$ cat src/rtl/bald_pkg.sv
// ----------------------------------------------------------------------------
// bald_pkg: shared types and constants for the bit angle LED driver
// Item opcodes, fixed field widths and the result record.
// ----------------------------------------------------------------------------
package bald_pkg;

  localparam int unsigned OPCODE_W = 2;
  localparam int unsigned CH_W     = 2;
  localparam int unsigned LEVEL_W  = 8;
  localparam int unsigned PIN_W    = 4;
  localparam int unsigned UNIT_W   = 16;
  localparam int unsigned PLANE_W  = 3;
  localparam int unsigned COUNT_W  = 24;

  localparam logic [UNIT_W-1:0] UNIT_RESET = 16'd40;

  typedef enum logic [OPCODE_W-1:0] {
    OP_TICK  = 2'd0,
    OP_WRITE = 2'd1,
    OP_SWAP  = 2'd2,
    OP_READ  = 2'd3
  } opcode_t;

  typedef struct packed {
    logic [PIN_W-1:0]   pin_levels;
    logic [LEVEL_W-1:0] read_level;
    logic               frame_start;
  } result_t;

endpackage

$ cat src/rtl/bit_angle_led_driver.sv
// ----------------------------------------------------------------------------
// bit_angle_led_driver: binary code modulation dimmer, active-low outputs
// Double-buffered brightness stores, MSB-first bit planes, tick-driven timing.
// ----------------------------------------------------------------------------
// One beat per clock is taken while in_stall is low and yields one result beat.
// Each beat is a tick, a back-store write, a swap request or a back-store
// read; the whole update (slot counter add and compare against the plane
// length, plane step, front-store copy) is done in the cycle of acceptance.
// Results go through a two-entry output buffer, so input stalls only once
// two results are waiting; throughput is set by that buffer alone. Plane k is
// shown for unit_ticks << k ticks (0 counts as 1); pin bits are 0 when lit.
module bit_angle_led_driver
  import bald_pkg::*;
#(
  parameter int unsigned CHANNELS   = 4,
  parameter int unsigned RESOLUTION = 8
) (
  input  logic                clk,
  input  logic                rst,
  input  logic                cfg_we,
  input  logic [UNIT_W-1:0]   cfg_wdata,
  input  logic                in_valid,
  output logic                in_stall,
  input  logic [OPCODE_W-1:0] opcode,
  input  logic [CH_W-1:0]     channel,
  input  logic [LEVEL_W-1:0]  level,
  output logic                out_valid,
  input  logic                out_stall,
  output logic [PIN_W-1:0]    pin_levels,
  output logic [LEVEL_W-1:0]  read_level,
  output logic                frame_start
);

  localparam int unsigned LVL_SHIFT = LEVEL_W - RESOLUTION;
  localparam int unsigned CH_IDX_W  = (CHANNELS > 1) ? $clog2(CHANNELS) : 1;
  localparam int unsigned SHOWN     = (CHANNELS < PIN_W) ? CHANNELS : PIN_W;
  localparam logic [PLANE_W-1:0] TOP_PLANE = PLANE_W'(RESOLUTION - 1);

  logic [UNIT_W-1:0]   unit_ticks;
  logic [LEVEL_W-1:0]  front_store [CHANNELS];
  logic [LEVEL_W-1:0]  back_store  [CHANNELS];
  logic                swap_pending;
  logic                swap_pending_next;
  logic [PLANE_W-1:0]  plane_index;
  logic [PLANE_W-1:0]  plane_index_next;
  logic [COUNT_W-1:0]  slot_counter;
  logic [COUNT_W-1:0]  slot_counter_next;
  logic [CHANNELS-1:0] pin_latch;
  logic [CHANNELS-1:0] pin_latch_next;

  result_t out_res;
  result_t skid_res;
  logic    skid_valid;
  result_t res_new;

  logic                in_acc;
  logic                take_out;
  logic                ch_ok;
  logic [CH_IDX_W-1:0] ch_idx;
  logic                store_we;
  logic                do_copy;
  logic [UNIT_W-1:0]   unit_eff;
  logic [COUNT_W-1:0]  plane_len;
  logic [COUNT_W-1:0]  slot_inc;

  assign in_stall = skid_valid;
  assign in_acc   = in_valid && !skid_valid;
  assign take_out = out_valid && !out_stall;

  assign ch_ok     = (32'(channel) < CHANNELS);
  assign ch_idx    = CH_IDX_W'(channel);
  assign unit_eff  = (unit_ticks == '0) ? UNIT_W'(1) : unit_ticks;
  assign plane_len = COUNT_W'(unit_eff) << plane_index;
  assign slot_inc  = slot_counter + COUNT_W'(1);

  always_comb begin
    pin_latch_next    = pin_latch;
    slot_counter_next = slot_counter;
    plane_index_next  = plane_index;
    swap_pending_next = swap_pending;
    do_copy           = 1'b0;
    store_we          = 1'b0;
    res_new           = '0;
    if (in_acc) begin
      unique case (opcode_t'(opcode))
        OP_TICK: begin
          if (slot_counter == '0) begin
            for (int i = 0; i < CHANNELS; i++) begin
              pin_latch_next[i] = ~front_store[i][plane_index];
            end
            res_new.frame_start = (plane_index == TOP_PLANE);
          end
          if (slot_inc >= plane_len) begin
            slot_counter_next = '0;
            if (plane_index == '0) begin
              // end of frame: restart at the top plane, apply a pending swap
              plane_index_next = TOP_PLANE;
              if (swap_pending) begin
                do_copy           = 1'b1;
                swap_pending_next = 1'b0;
              end
            end else begin
              plane_index_next = plane_index - PLANE_W'(1);
            end
          end else begin
            slot_counter_next = slot_inc;
          end
        end
        OP_WRITE: store_we = ch_ok;
        OP_SWAP:  swap_pending_next = 1'b1;
        OP_READ: begin
          if (ch_ok) begin
            res_new.read_level = LEVEL_W'(back_store[ch_idx] << LVL_SHIFT);
          end
        end
        default: ;
      endcase
    end
    for (int i = 0; i < SHOWN; i++) begin
      res_new.pin_levels[i] = pin_latch_next[i];
    end
  end

  always_ff @(posedge clk) begin
    if (rst) begin
      unit_ticks   <= UNIT_RESET;
      swap_pending <= 1'b0;
      plane_index  <= TOP_PLANE;
      slot_counter <= '0;
      pin_latch    <= '1;
      for (int i = 0; i < CHANNELS; i++) begin
        front_store[i] <= '0;
        back_store[i]  <= '0;
      end
    end else begin
      if (cfg_we) begin
        unit_ticks <= cfg_wdata;
      end
      swap_pending <= swap_pending_next;
      plane_index  <= plane_index_next;
      slot_counter <= slot_counter_next;
      pin_latch    <= pin_latch_next;
      if (store_we) begin
        back_store[ch_idx] <= LEVEL_W'(level >> LVL_SHIFT);
      end
      if (do_copy) begin
        for (int i = 0; i < CHANNELS; i++) begin
          front_store[i] <= back_store[i];
        end
      end
    end
  end

  // two-entry output buffer: main register plus skid
  always_ff @(posedge clk) begin
    if (rst) begin
      out_valid  <= 1'b0;
      skid_valid <= 1'b0;
    end else begin
      if (!out_valid || take_out) begin
        if (skid_valid) begin
          out_valid  <= 1'b1;
          skid_valid <= 1'b0;
        end else begin
          out_valid <= in_acc;
        end
      end else if (in_acc) begin
        skid_valid <= 1'b1;
      end
    end
  end

  always_ff @(posedge clk) begin
    if (!out_valid || take_out) begin
      if (skid_valid) begin
        out_res <= skid_res;
      end else if (in_acc) begin
        out_res <= res_new;
      end
    end else if (in_acc) begin
      skid_res <= res_new;
    end
  end

  assign pin_levels  = out_res.pin_levels;
  assign read_level  = out_res.read_level;
  assign frame_start = out_res.frame_start;

endmodule

$ cat config.mk
export PLATFORM = sky130hd
export DESIGN_NAME = bit_angle_led_driver
export DESIGN_NICKNAME = d
export VERILOG_FILES = /design/src/rtl/bald_pkg.sv /design/src/rtl/bit_angle_led_driver.sv
export SDC_FILE = /design/constraint.sdc
export NUM_CORES = 1
export LEC_CHECK = 0
export BUFFER_PORTS_ARGS = -buffer_cell sky130_fd_sc_hd__buf_2
export CORE_MARGIN = 8
export CORE_UTILIZATION = 45
export CTS_BUF_LIST = sky130_fd_sc_hd__clkbuf_4
export CTS_CLUSTER_DIAMETER = 80
export CTS_CLUSTER_SIZE = 14
export DETAILED_ROUTE_END_ITERATION = 8
export GPL_TIMING_DRIVEN = 0
export PLACE_DENSITY = 0.62
export REMOVE_ABC_BUFFERS = 1
export SKIP_CTS_REPAIR_TIMING = 1
export SYNTH_ARGS = -nofsm -noshare
export SYNTH_HDL_FRONTEND = slang
export SYNTH_SLANG_ARGS = --single-unit
export TNS_END_PERCENT = 20
$ cat constraint.sdc
create_clock -name clk -period 9.5 [get_ports clk]
set_input_delay 2.85 -clock clk [delete_from_list [all_inputs] [get_ports clk]]
set_output_delay 2.85 -clock clk [all_outputs]
set_load 0.005 [all_outputs]
==> results of run 1 <==
-- report_power, final --
| group | switching (mW) | internal [mW] | total (mW) |
|---|---|---|---|
| clock network | 0.264 | 0.123 | 0.387 |
| logic | 0.0502 | 0.0392 | 0.0893 |
| registers | 0.0131 | 0.667 | 0.680 |
-- critical path, delay by kind of cell (launching register included) --
| family | cells | cell delay, ps |
|---|---|---|
| AOI/OAI and AO/OA | 3 | 910 |
| xor gates and xnor gates | 1 | 200 |
| and+or+nand+nor | 5 | 2450 |
| buffers and inverters | 1 | 250 |
| DFF | 1 | 480 |
| adders and majority gates | 2 | 580 |
-- area by class of cell --
type                       count  area share, %
tap                          220           3.31
clock buffer                  17           1.54
antenna                        1         0.0301
sequential                   140           44.6
clock inverter                15           2.06
multi-input combinational    483           44.8
timing repair buffer          49           3.34
inverter                       8          0.361
-- routing by layer --
layer / vias up / track usage [%] / share of wire (%)
li1: 2570 / - / -
met1: 2554 / 19.4 / 45
met4: 0 / 6.75 / 2.7
met2: 98 / 24.5 / 49
met5: - / 0 / 0
met3: 28 / 3.52 / 3.1
-- stage by stage --
stage / cells / total power [mW] / utilization [%] / setup WS, ps / hold slack [ps]
2_1_floorplan: 631 / 0.742 / - / 4380 / 449
3_3_place_gp: 898 / 0.780 / 47.8 / 2860 / 467
3_5_place_dp: 900 / 0.784 / 48.1 / 3790 / 485
4_1_cts: 932 / 1.17 / 49.9 / 4250 / 501
5_1_grt: 933 / 1.21 / 49.9 / 3900 / 541
6_report: 933 / 1.16 / 49.9 / 4270 / 503
-- kinds of logic (layout without fill, tap and decap cells) --
logic type	count (synthesis)	in the layout	share of synthesized area, %
AO/OA/AOI/OAI	81	81	6.92
XOR/XNOR	21	21	2.40
adder cells (fa/ha/maj)	28	28	4.57
buffers and inverters	58	89	3.20
flip-flops	140	140	48.3
multiplexers	76	76	13.9
other	0	1	0
AND/OR/NAND/NOR	277	277	20.7
-- worst paths after layout --
check,start,end,slack (ps),depth (start not counted)
setup / recovery,slot_counter[0],front_store[2][4],4270,12
hold / removal,slot_counter[23],slot_counter[23],500,2
setup reg to reg,slot_counter[0],front_store[2][4],4270,12
hold reg to reg,slot_counter[23],slot_counter[23],500,2
-- registers in the layout, summed over array words and instances, names as in the netlist --
| register | count |
|---|---|
| back_store | 32 |
| frame_start | 1 |
| front_store | 32 |
| in_stall | 1 |
| out_valid | 1 |
| pin_latch | 4 |
| pin_levels | 4 |
| plane_index | 3 |
| read_level | 8 |
| skid_res | 13 |
| slot_counter | 24 |
| swap_pending | 1 |
| unit_ticks | 16 |
-- synth_stat cells, drive strengths merged (2+ instances only) --
library cell,number
a211o,2
a211oi,7
a21oi,35
a31o,4
a31oi,7
and2,66
and3,3
and3b,2
and4,5
buf,13
clkbuf,37
dfxtp,50
edfxtp,90
ha,28
inv,8
mux2,21
mux2i,33
mux4,22
nand2,43
nand2b,4
nand3,16
nand3b,2
nand4,21
nor2,36
nor2b,20
nor3,17
nor3b,9
nor4,17
nor4b,2
o211a,2
o211ai,11
o21ai,7
or2,9
or3,2
xnor2,11
xor2,10
==> summary.md, run 1 <==
| Metric | Value |
|---|---|
| Row count | `47` |
| Netlist cell types | `52` |
| Leak pwr | `3.14 nW` |
| Seq/Total Area, Yosys | `48.3%` |
| Drt wl/cell | `17.3 µm` |
| Kind of critical path | `flop to flop` |
| CP Launch Type | `flop` |
| Layout Nets | `760` |
| Number of global-route vias before repair | `5119` |
| Critical Path RT | `9720 ps` |
| Initial core utilization | `46.0%` |
| Dpl hpwl | `11900 µm` |
| Clock buffer depth | `2` |
| F_max | `191 MHz` |
| Sink Count | `140` |
| Run status | `finished clean` |
| Min Tclk post-route | `5230 ps` |
| Worst setup EP type | `flop` |
| Clk Latency, worst-skew pair | `570 ps` |
| Crit path cell chain | `ha_1 > nand2_1 > nor4_1 > and4_1 > xor2_1 > ha_1 > nand3_1 > o211ai_1 > nor4_4 > buf_8 > a21oi_1 > a31o_2` |
| Clk_skew | `24.3 ps` |
| Arr. time, crit path | `5460 ps` |
| Drt via density | `5.63` |
| Max incr delay on CP | `960 ps` |
| Ys flop type | `edfxtp_1` |
| Hold Vio Cnt, Final | `0` |
| Post-synthesis to final-layout area growth | `8.49%` |
| Slew Viols, Final | `0` |
| Synth Register Bits | `140` |
| Synth warnings | `0` |
| Slowest CP cell | `nor4_1` |
| Crit-path most repeated cell | `ha_1` |
| Largest net degree at the start of global routing | `65` |
| Initial DRC count | `346` |
| Final WL | `16100 µm` |
| Commonest non-fill, non-tap cells in the layout | `edfxtp_1, and2_1, dfxtp_1` |
| Async set or reset register ratio after synthesis | `0%` |
| Fill cells | `1504` |
| Die height | `146 µm` |
| Reg area | `0.00371 mm²` |
| Clock transition at path regs | `150 ps` |
| Number of synthesized flops with an enable pin | `90` |
| CTS Root Cell | `clkbuf_4` |
| Global-route wire length before repair | `26600 µm` |
| Footprint of the multi-input gates | `0.00372 mm²` |
| Worst slew pin tran | `1290 ps` |
| Most common cell after layout, fill and taps aside | `edfxtp_1` |
| Tcrit/Tclk final | `55.1%` |
| Share of cells above drive strength 1 | `20.6%` |
| Final instance area | `0.00831 mm²` |
| Max IR drop VDD | `0.0784 mV` |
| H-tree depth | `4` |
| Leading area contributor after synthesis | `edfxtp_1` |
| Pwr dens | `139 mW/mm²` |
| Die width | `146 µm` |
| GPL Wtd Cong | `0.818` |
| Mapped cell area | `0.00766 mm²` |
| Core area | `0.0166 mm²` |
| Initial antenna violation count | `1` |
| Synth top area share | `35.3%` |
| Drt drc | `0` |
| Worst-path maximum fanout | `32` |
| I/O Buffers | `47` |
| Ports | `48` |
| Post-DRT Antenna Nets | `0` |
| Total CTS buffers | `17` |
| Die Area | `0.0215 mm²` |
| Mapped Cells | `681` |
| RSZ-0062 raised after global routing | `false` |
| Setup TNS | `0 ps` |
| Top cells by area, synth | `edfxtp_1, dfxtp_1, mux4_2` |
| Type of the worst min-delay path | `flop to flop` |
| CTS tree | `yes` |
| Pre-antenna DRT Iters | `5` |
| Maximum Capacitance Violations | `0` |
| Grt ovf | `0` |
| Total track usage | `15.3%` |
| Via Count | `5250` |
| Final setup viols | `0` |
| Dpl cell area | `0.00801 mm²` |
| Syn Area/Cell | `11.2 µm²` |
| Slew headroom | `14.3%` |
Note: power is estimated with default switching activity, not from simulation.
==> inputs of run 2 (changes only) <==
--- a/config.mk
+++ b/config.mk
@@ -5,6 +5,7 @@
 export SDC_FILE = /design/constraint.sdc
 export NUM_CORES = 1
 export LEC_CHECK = 0
+export ABC_AREA = 1
 export BUFFER_PORTS_ARGS = -buffer_cell sky130_fd_sc_hd__buf_2
 export CORE_MARGIN = 8
 export CORE_UTILIZATION = 45
@@ -13,7 +14,7 @@
 export CTS_CLUSTER_SIZE = 14
 export DETAILED_ROUTE_END_ITERATION = 8
 export GPL_TIMING_DRIVEN = 0
-export PLACE_DENSITY = 0.62
+export PLACE_DENSITY = 0.64
 export REMOVE_ABC_BUFFERS = 1
 export SKIP_CTS_REPAIR_TIMING = 1
 export SYNTH_ARGS = -nofsm -noshare
==> constraint.sdc (replaced) <==
create_clock -name clk -period 4.8 [get_ports clk]
set_input_delay 1.44 -clock clk [delete_from_list [all_inputs] [get_ports clk]]
set_output_delay 1.44 -clock clk [all_outputs]
set_load 0.005 [all_outputs]
==> run 2 against run 1 <==
  * Total power is 98% higher
  * Clock power is 97% higher
  * Largest power group unchanged
  * Sequential cell count stayed put
  * Sequential share of layout area is 0.75 points higher
  * Cell area is 1.6% lower
  * Critical endpoint is now front_store[2][0]
  * Synthesized cell count is 37% higher
  * Final cell count is 28% higher
  * Core utilization is 0.46 points lower
  * Highest routed layer unchanged
  * First-iteration DRC count is 22% higher
  * Critical path type unchanged
  * Largest cell class is now sequential cells
  * Clock skew is 1.7 ps lower
  * Setup slack worse by 3700 ps
  * Die area is 1.2% lower
==> summary.md, run 2 <==
| Metric | Value |
|---|---|
| Run status | `finished clean` |
| Slew headroom | `16.8% (+2.6 points)` |
| Highest routed layer | `met4` |
| RSZ-0062 raised after global routing | `false` |
| Min Tclk post-route | `4190 ps (-1040 ps)` |
| Synth Register Bits | `140 (unchanged)` |
| Worst path buffer plus inverter count | `2 (+1)` |
| F_max | `239 MHz (+25%)` |
| Drt drc | `0 (unchanged)` |
| Via Count | `5987 (+14%)` |
| Grt ovf | `0 (unchanged)` |
| CTS Root Cell | `clkbuf_4` |
| Layout Nets | `1022 (+34%)` |
| Row count | `47 (unchanged)` |
| Arr. time, crit path | `4370 ps (-1090 ps)` |
| H-tree depth | `4 (unchanged)` |
| Clock transition at path regs | `120 ps (-30 ps)` |
| Fill cells | `1645 (+9.4%)` |
| Post-DRT Antenna Nets | `0 (unchanged)` |
| Async set or reset register ratio after synthesis | `0% (unchanged)` |
| Initial antenna violation count | `1 (unchanged)` |
| Slowest CP cell | `inv_1` |
| Crit path cell chain | `inv_1 > o21ai_0 > nand2_1 > o21ai_0 > ha_1 > nand2_1 > nor3_1 > nand3_1 > nor2_1 > nand2_1 > nand2_2 > nand2_4 > inv_4 > nand2_1 > nand2_2` |
| Pre-antenna DRT Iters | `4 (-1)` |
| Reg-to-reg startpoint | `plane_index[1]` |
| Syn Area/Cell | `8.08 µm² (-28%)` |
| Synth warnings | `0 (unchanged)` |
| Final WL | `16700 µm (+3.5%)` |
| Drt wl/cell | `14.0 µm (-19%)` |
| Initial DRC count | `423 (+22%)` |
| Leak pwr | `3.48 nW (+11%)` |
| Worst-path maximum fanout | `40 (+25%)` |
| Seq/Total Area, Yosys | `49.0% (+0.66 points)` |
| Worst setup EP type | `flop` |
| Total CTS buffers | `17 (unchanged)` |
| Most common cell in the synthesized netlist | `nand2_1` |
| Top delay family on crit path | `simple AND/OR/NAND/NOR gates` |
| CTS tree | `yes` |
| Share of cells above drive strength 1 | `12.0% (-8.6 points)` |
| Netlist cell types | `31 (-40%)` |
| Type of the worst min-delay path | `flop to flop` |
| Top cells by count, synth | `nand2_1, inv_1, edfxtp_1` |
| Crit-path most repeated cell | `nand2_1` |
| Most common cell after layout, fill and taps aside | `nand2_1` |
| Top cells by area, synth | `edfxtp_1, dfxtp_1, nand2_1` |
| Number of global-route vias before repair | `5611 (+9.6%)` |
| Max IR drop VDD | `0.205 mV (+160%)` |
| Clk Latency, worst-skew pair | `540 ps (-30 ps)` |
| Setup TNS | `0 ps (unchanged)` |
| Metal3 WL | `554 µm (+9.7%)` |
| Clk_skew | `22.5 ps (-1.73 ps)` |
| Core area | `0.0165 mm² (-0.71%)` |
| Ports | `48 (unchanged)` |
| Die height | `146 µm (-0.61%)` |
| Die width | `146 µm (-0.61%)` |
| Mapped cell area | `0.00756 mm² (-1.4%)` |
| Initial core utilization | `45.7% (-0.30 points)` |
| Final setup viols | `0 (unchanged)` |
| Finished Core Util | `49.5% (-0.46 points)` |
| Met2 WL | `8030 µm (+2.2%)` |
| Drt via density | `5.01 (-11%)` |
| Tcrit/Tclk final | `87.3% (+32 points)` |
| Worst setup startpoint | `plane_index[1]` |
| Largest net degree at the start of global routing | `44 (-32%)` |
| Clock buffer depth | `2 (unchanged)` |
| GPL Wtd Cong | `0.850 (+4.0%)` |
| Post-synthesis to final-layout area growth | `8.20%` |
| Pwr dens | `281 mW/mm² (+100%)` |
| Die Area | `0.0212 mm² (-1.2%)` |
| Top flop regs | `back_store (32), front_store (32), slot_counter (24)` |
| Kind of critical path | `flop to flop` |
| Sink Count | `140 (unchanged)` |
| Dpl hpwl | `12200 µm (+2.2%)` |
| Worst slew pin tran | `1250 ps (-38.4 ps)` |
| Max incr delay on CP | `900 ps (-60 ps)` |
| Number of synthesized flops with an enable pin | `90 (unchanged)` |
| Slew Viols, Final | `0 (unchanged)` |
| I/O Buffers | `47 (unchanged)` |
| Maximum Capacitance Violations | `0 (unchanged)` |
| WL met1 | `7810 µm (+6.5%)` |
| Synth top area share | `35.8% (+0.48 points)` |
| Leading area contributor after synthesis | `edfxtp_1` |
| CP Launch Type | `flop` |
| Commonest non-fill, non-tap cells in the layout | `nand2_1, inv_1, edfxtp_1` |
| Critical Path RT | `4980 ps (-4740 ps)` |
| Ys flop type | `edfxtp_1` |
| Total track usage | `16.2% (+0.92 points)` |
| Mapped Cells | `935 (+37%)` |
| Hold Vio Cnt, Final | `0 (unchanged)` |
| Global-route wire length before repair | `28000 µm (+5.4%)` |
| HP Start | `swap_pending` |
-- run 2: changes by cell type after synthesis, moves of 21 or more --
cell     before  now
nand2_1      43  249
inv_1         7  111
o21ai_0       7   81
and2_1       66    0
nor2_1       36   79
a21oi_1      35   77
mux2i_1      33    3
mux4_2       22    0
nor2_2        0   22
mux2_2       21    0
-- run 2: metrics by stage --
step	instances	setup WS, ps	cell area (µm²)	total power [mW]	hold WS (ps)
finish	1196	611	8180	2.29	474
global route	1196	76.9	8180	2.40	512
CTS	1193	-1230	8160	2.32	474
detailed placement	1161	-1220	7880	1.56	457
global placement	1161	-1160	7880	1.56	449
floorplan	894	287	7370	1.48	433
-- run 2: tightest hold or removal path, delay by kind of cell (launching register included) --
family	cells	cell delay (ps)
DFF	1	330
and+or+nand+nor	1	60
AOI/OAI and AO/OA	1	50
-- run 2: area by class of cell --
type / count / area (µm²) / share of cell area (%)
inverter: 115 / 438 / 5.36
sequential: 140 / 3710 / 45.3
clock inverter: 14 / 145 / 1.78
timing repair buffer: 47 / 235 / 2.88
antenna: 2 / 5.00 / 0.0612
timing repair inverter: 1 / 5.00 / 0.0612
clock buffer: 18 / 135 / 1.65
multi-input combinational: 639 / 3230 / 39.5
tap: 220 / 275 / 3.37
-- run 2: final timing paths --
kind | to | slack (ps) | cells past startpoint
max reg2reg | front_store[2][0] | 610 | 15
max | front_store[2][0] | 610 | 15
min reg2reg | swap_pending | 470 | 2
min | swap_pending | 470 | 2
-- run 2: cell families (layout without fill, tap and decap cells) --
logic type	Yosys count	after routing	synth area share, %
other	0	2	0
and+or+nand+nor	422	422	23.9
DFF	140	140	49.0
adders and majority gates	28	28	4.64
buffers and inverters	156	195	8.28
xor gates and xnor gates	17	17	1.97
muxes	3	3	0.397
AOI/OAI and AO/OA	169	169	11.8
-- run 2: per-layer routing --
layer  up-vias  global-route usage [%]
li1       3124                       -
met5         -                       0
met1      2746                    20.9
met4         0                    5.78
met3        21                    3.42
met2        96                    26.4
-- run 2: power by group --
| part | leakage (nW) | internal (mW) | total (mW) | switching [mW] |
|---|---|---|---|---|
| registers | 1.28 | 1.33 | 1.35 | 0.0213 |
| clock network | 0.146 | 0.315 | 0.762 | 0.447 |
| logic | 2.06 | 0.0568 | 0.184 | 0.127 |
| total | 3.48 | 1.70 | 2.29 | 0.595 |
==> inputs of run 3 (changes only) <==
--- a/config.mk
+++ b/config.mk
@@ -15,6 +15,7 @@
 export DETAILED_ROUTE_END_ITERATION = 8
 export GPL_TIMING_DRIVEN = 0
 export PLACE_DENSITY = 0.64
+export RECOVER_POWER = 100
 export REMOVE_ABC_BUFFERS = 1
 export SKIP_CTS_REPAIR_TIMING = 1
 export SYNTH_ARGS = -nofsm -noshare
==> run 3 against run 2 <==
  * Cell area decreased by 0.66%
  * Register-to-register slack improved by 40 ps
  * Global-route usage unchanged
  * Setup slack improved by 36 ps
  * Fmax increased by 0.87%
  * Sequential cell count unchanged
  * Total power decreased by 0.16%
  * Core utilization decreased by 0.33 points
  * Clock power about the same
  * Non-clock buffer count unchanged
  * Critical path depth unchanged
  * Wire length increased by 0.43%
==> summary.md, run 3 (synthesis gave the netlist of run 2 again) <==
| Metric | Value |
|---|---|
| Final setup viols | `0 (unchanged)` |
| Commonest non-fill, non-tap cells in the layout | `nand2_1, inv_1, edfxtp_1` |
| Reg area | `0.00371 mm² (unchanged)` |
| CTS Root Cell | `clkbuf_4` |
| Layout Nets | `1022 (unchanged)` |
| Met2 WL | `8010 µm (-0.27%)` |
| Crit-path most repeated cell | `nand2_1` |
| Post-synthesis to final-layout area growth | `7.48%` |
| Ports | `48 (unchanged)` |
| Slowest CP cell | `inv_1` |
| Largest net degree at the start of global routing | `44 (unchanged)` |
| Critical Path RT | `4990 ps (about the same)` |
| GPL Wtd Cong | `0.850 (unchanged)` |
| Run status | `finished clean` |
| H-tree depth | `4 (unchanged)` |
| Clock buffer depth | `2 (unchanged)` |
| Arr. time, crit path | `4340 ps (-30 ps)` |
| Tcrit/Tclk final | `86.5% (-0.76 points)` |
| Highest routed layer | `met4` |
| Post-DRT Antenna Nets | `0 (unchanged)` |
| Core area | `0.0165 mm² (unchanged)` |
| F_max | `241 MHz (+0.87%)` |
| Global-route wire length before repair | `28000 µm (unchanged)` |
| Max incr delay on CP | `880 ps (-20 ps)` |
| Clk Latency, worst-skew pair | `550 ps (about the same)` |
| Worst path buffer plus inverter count | `2 (unchanged)` |
| Worst setup EP type | `flop` |
| Row count | `47 (unchanged)` |
| Dpl hpwl | `12200 µm (unchanged)` |
| Drt drc | `0 (unchanged)` |
| Via Count | `6007 (+0.33%)` |
| Top delay family on crit path | `simple AND/OR/NAND/NOR gates` |
| Switching power | `0.594 mW (-0.25%)` |
| Final WL | `16800 µm (+0.43%)` |
| Slew Viols, Final | `0 (unchanged)` |
| Kind of critical path | `flop to flop` |
| Die width | `146 µm (unchanged)` |
| Pre-antenna DRT Iters | `5 (+1)` |
| Share of cells above drive strength 1 | `9.45% (-2.6 points)` |
| CP Launch Type | `flop` |
| Initial core utilization | `45.7% (unchanged)` |
| Metal3 WL | `730 µm (+32%)` |
| Worst-path maximum fanout | `40 (unchanged)` |
| Slew headroom | `18.1% (+1.3 points)` |
| Sw Share | `25.9% (about the same)` |
| Drt wl/cell | `14.0 µm (+0.43%)` |
| Total power | `2.29 mW (-0.16%)` |
| Clock transition at path regs | `120 ps (about the same)` |
| Sink Count | `140 (unchanged)` |
| Grt ovf | `0 (unchanged)` |
| Total CTS buffers | `17 (unchanged)` |
| Max IR drop VDD | `0.204 mV (-0.54%)` |
| Die Area | `0.0212 mm² (unchanged)` |
| Die height | `146 µm (unchanged)` |
| Worst slew pin tran | `1230 ps (-19.3 ps)` |
| Top flop regs | `back_store (32), front_store (32), slot_counter (24)` |
| Leak pwr | `3.44 nW (-1.1%)` |
| Min Tclk post-route | `4150 ps (-36.3 ps)` |
| WL met1 | `7790 µm (-0.27%)` |
| Comb pwr share | `7.9% (about the same)` |
| Fill cells | `1661 (+0.97%)` |
| Drt via density | `5.02 (+0.33%)` |
| Total track usage | `16.2% (unchanged)` |
| CTS tree | `yes` |
| Setup TNS | `0 ps (unchanged)` |
| Dpl cell area | `0.00788 mm² (unchanged)` |
| Fin Hold WS | `474 ps (+0.0230 ps)` |
| Most common cell after layout, fill and taps aside | `nand2_1` |
| Pwr dens | `282 mW/mm² (+0.50%)` |
| RSZ-0062 raised after global routing | `false` |
| Part of the power in registers | `58.9% (about the same)` |
| Crit path cell chain | `inv_1 > o21ai_0 > nand2_1 > o21ai_0 > ha_1 > nand2_1 > nor3_1 > nand3_1 > nor2_1 > nand2_1 > nand2_2 > nand2_4 > inv_4 > nand2_1 > nand2_2` |
| Initial DRC count | `439 (+3.8%)` |
| Maximum Capacitance Violations | `0 (unchanged)` |
| Type of the worst min-delay path | `flop to flop` |
| Number of global-route vias before repair | `5611 (unchanged)` |
| Clk_skew | `21.7 ps (-0.793 ps)` |
| Clock share of power | `33.2% (about the same)` |
| Cell internal pwr | `1.70 mW (-0.13%)` |
| Hold Vio Cnt, Final | `0 (unchanged)` |
| Footprint of the multi-input gates | `0.00319 mm² (-1.1%)` |
| Final instance area | `0.00812 mm² (-0.66%)` |
| I/O Buffers | `47 (unchanged)` |
| Initial antenna violation count | `1 (unchanged)` |
## run 3: worst reg2reg max path: cells and delay by family (launching register included)
family | cells | cell delay, ps
simple gates | 10 | 1570
buf+inv | 2 | 980
flops | 1 | 500
compound gates | 2 | 440
fa+ha+maj | 1 | 310
## run 3: final timing paths
path	to	cells after the start	slack, ps	startpoint
hold / removal	swap_pending	2	470	swap_pending
setup reg to reg	front_store[3][3]	15	650	plane_index[1]
setup / recovery	front_store[3][3]	15	650	plane_index[1]
hold reg to reg	swap_pending	2	470	swap_pending
## run 3: area by class of cell
| class | instances | area share (%) |
|---|---|---|
| repair buffers | 47 | 2.68 |
| repair inverters | 1 | 0.0616 |
| clock inverters | 14 | 1.79 |
| diodes | 2 | 0.0616 |
| well taps | 220 | 3.39 |
| inverters | 115 | 5.39 |
| multi-input cells | 639 | 39.3 |
| clock buffers | 18 | 1.66 |
| flip-flops and latches | 140 | 45.6 |
## run 3: power by group through the flow
stage	Clock (mW)	Combinational, mW	Sequential [mW]
5_1_grt	0.838	0.208	1.36
4_1_cts	0.783	0.187	1.35
3_5_place_dp	0	0.186	1.38
2_1_floorplan	0	0.113	1.37
3_3_place_gp	0	0.183	1.38
6_report	0.761	0.180	1.35
## run 3: through the flow
step / setup slack (ps) / std cells / util [%]
floorplan: 287 / 894 / -
global placement: -1160 / 1161 / 47.7
detailed placement: -1220 / 1161 / 47.7
CTS: -1230 / 1193 / 49.4
global route: 107 / 1196 / 49.2
finish: 648 / 1196 / 49.2
## run 3: layer usage
layer | vias to the layer above | global-route usage [%]
met2 | 114 | 26.4
met5 | - | 0
met4 | 0 | 5.78
met1 | 2753 | 20.9
met3 | 18 | 3.42
li1 | 3122 | -
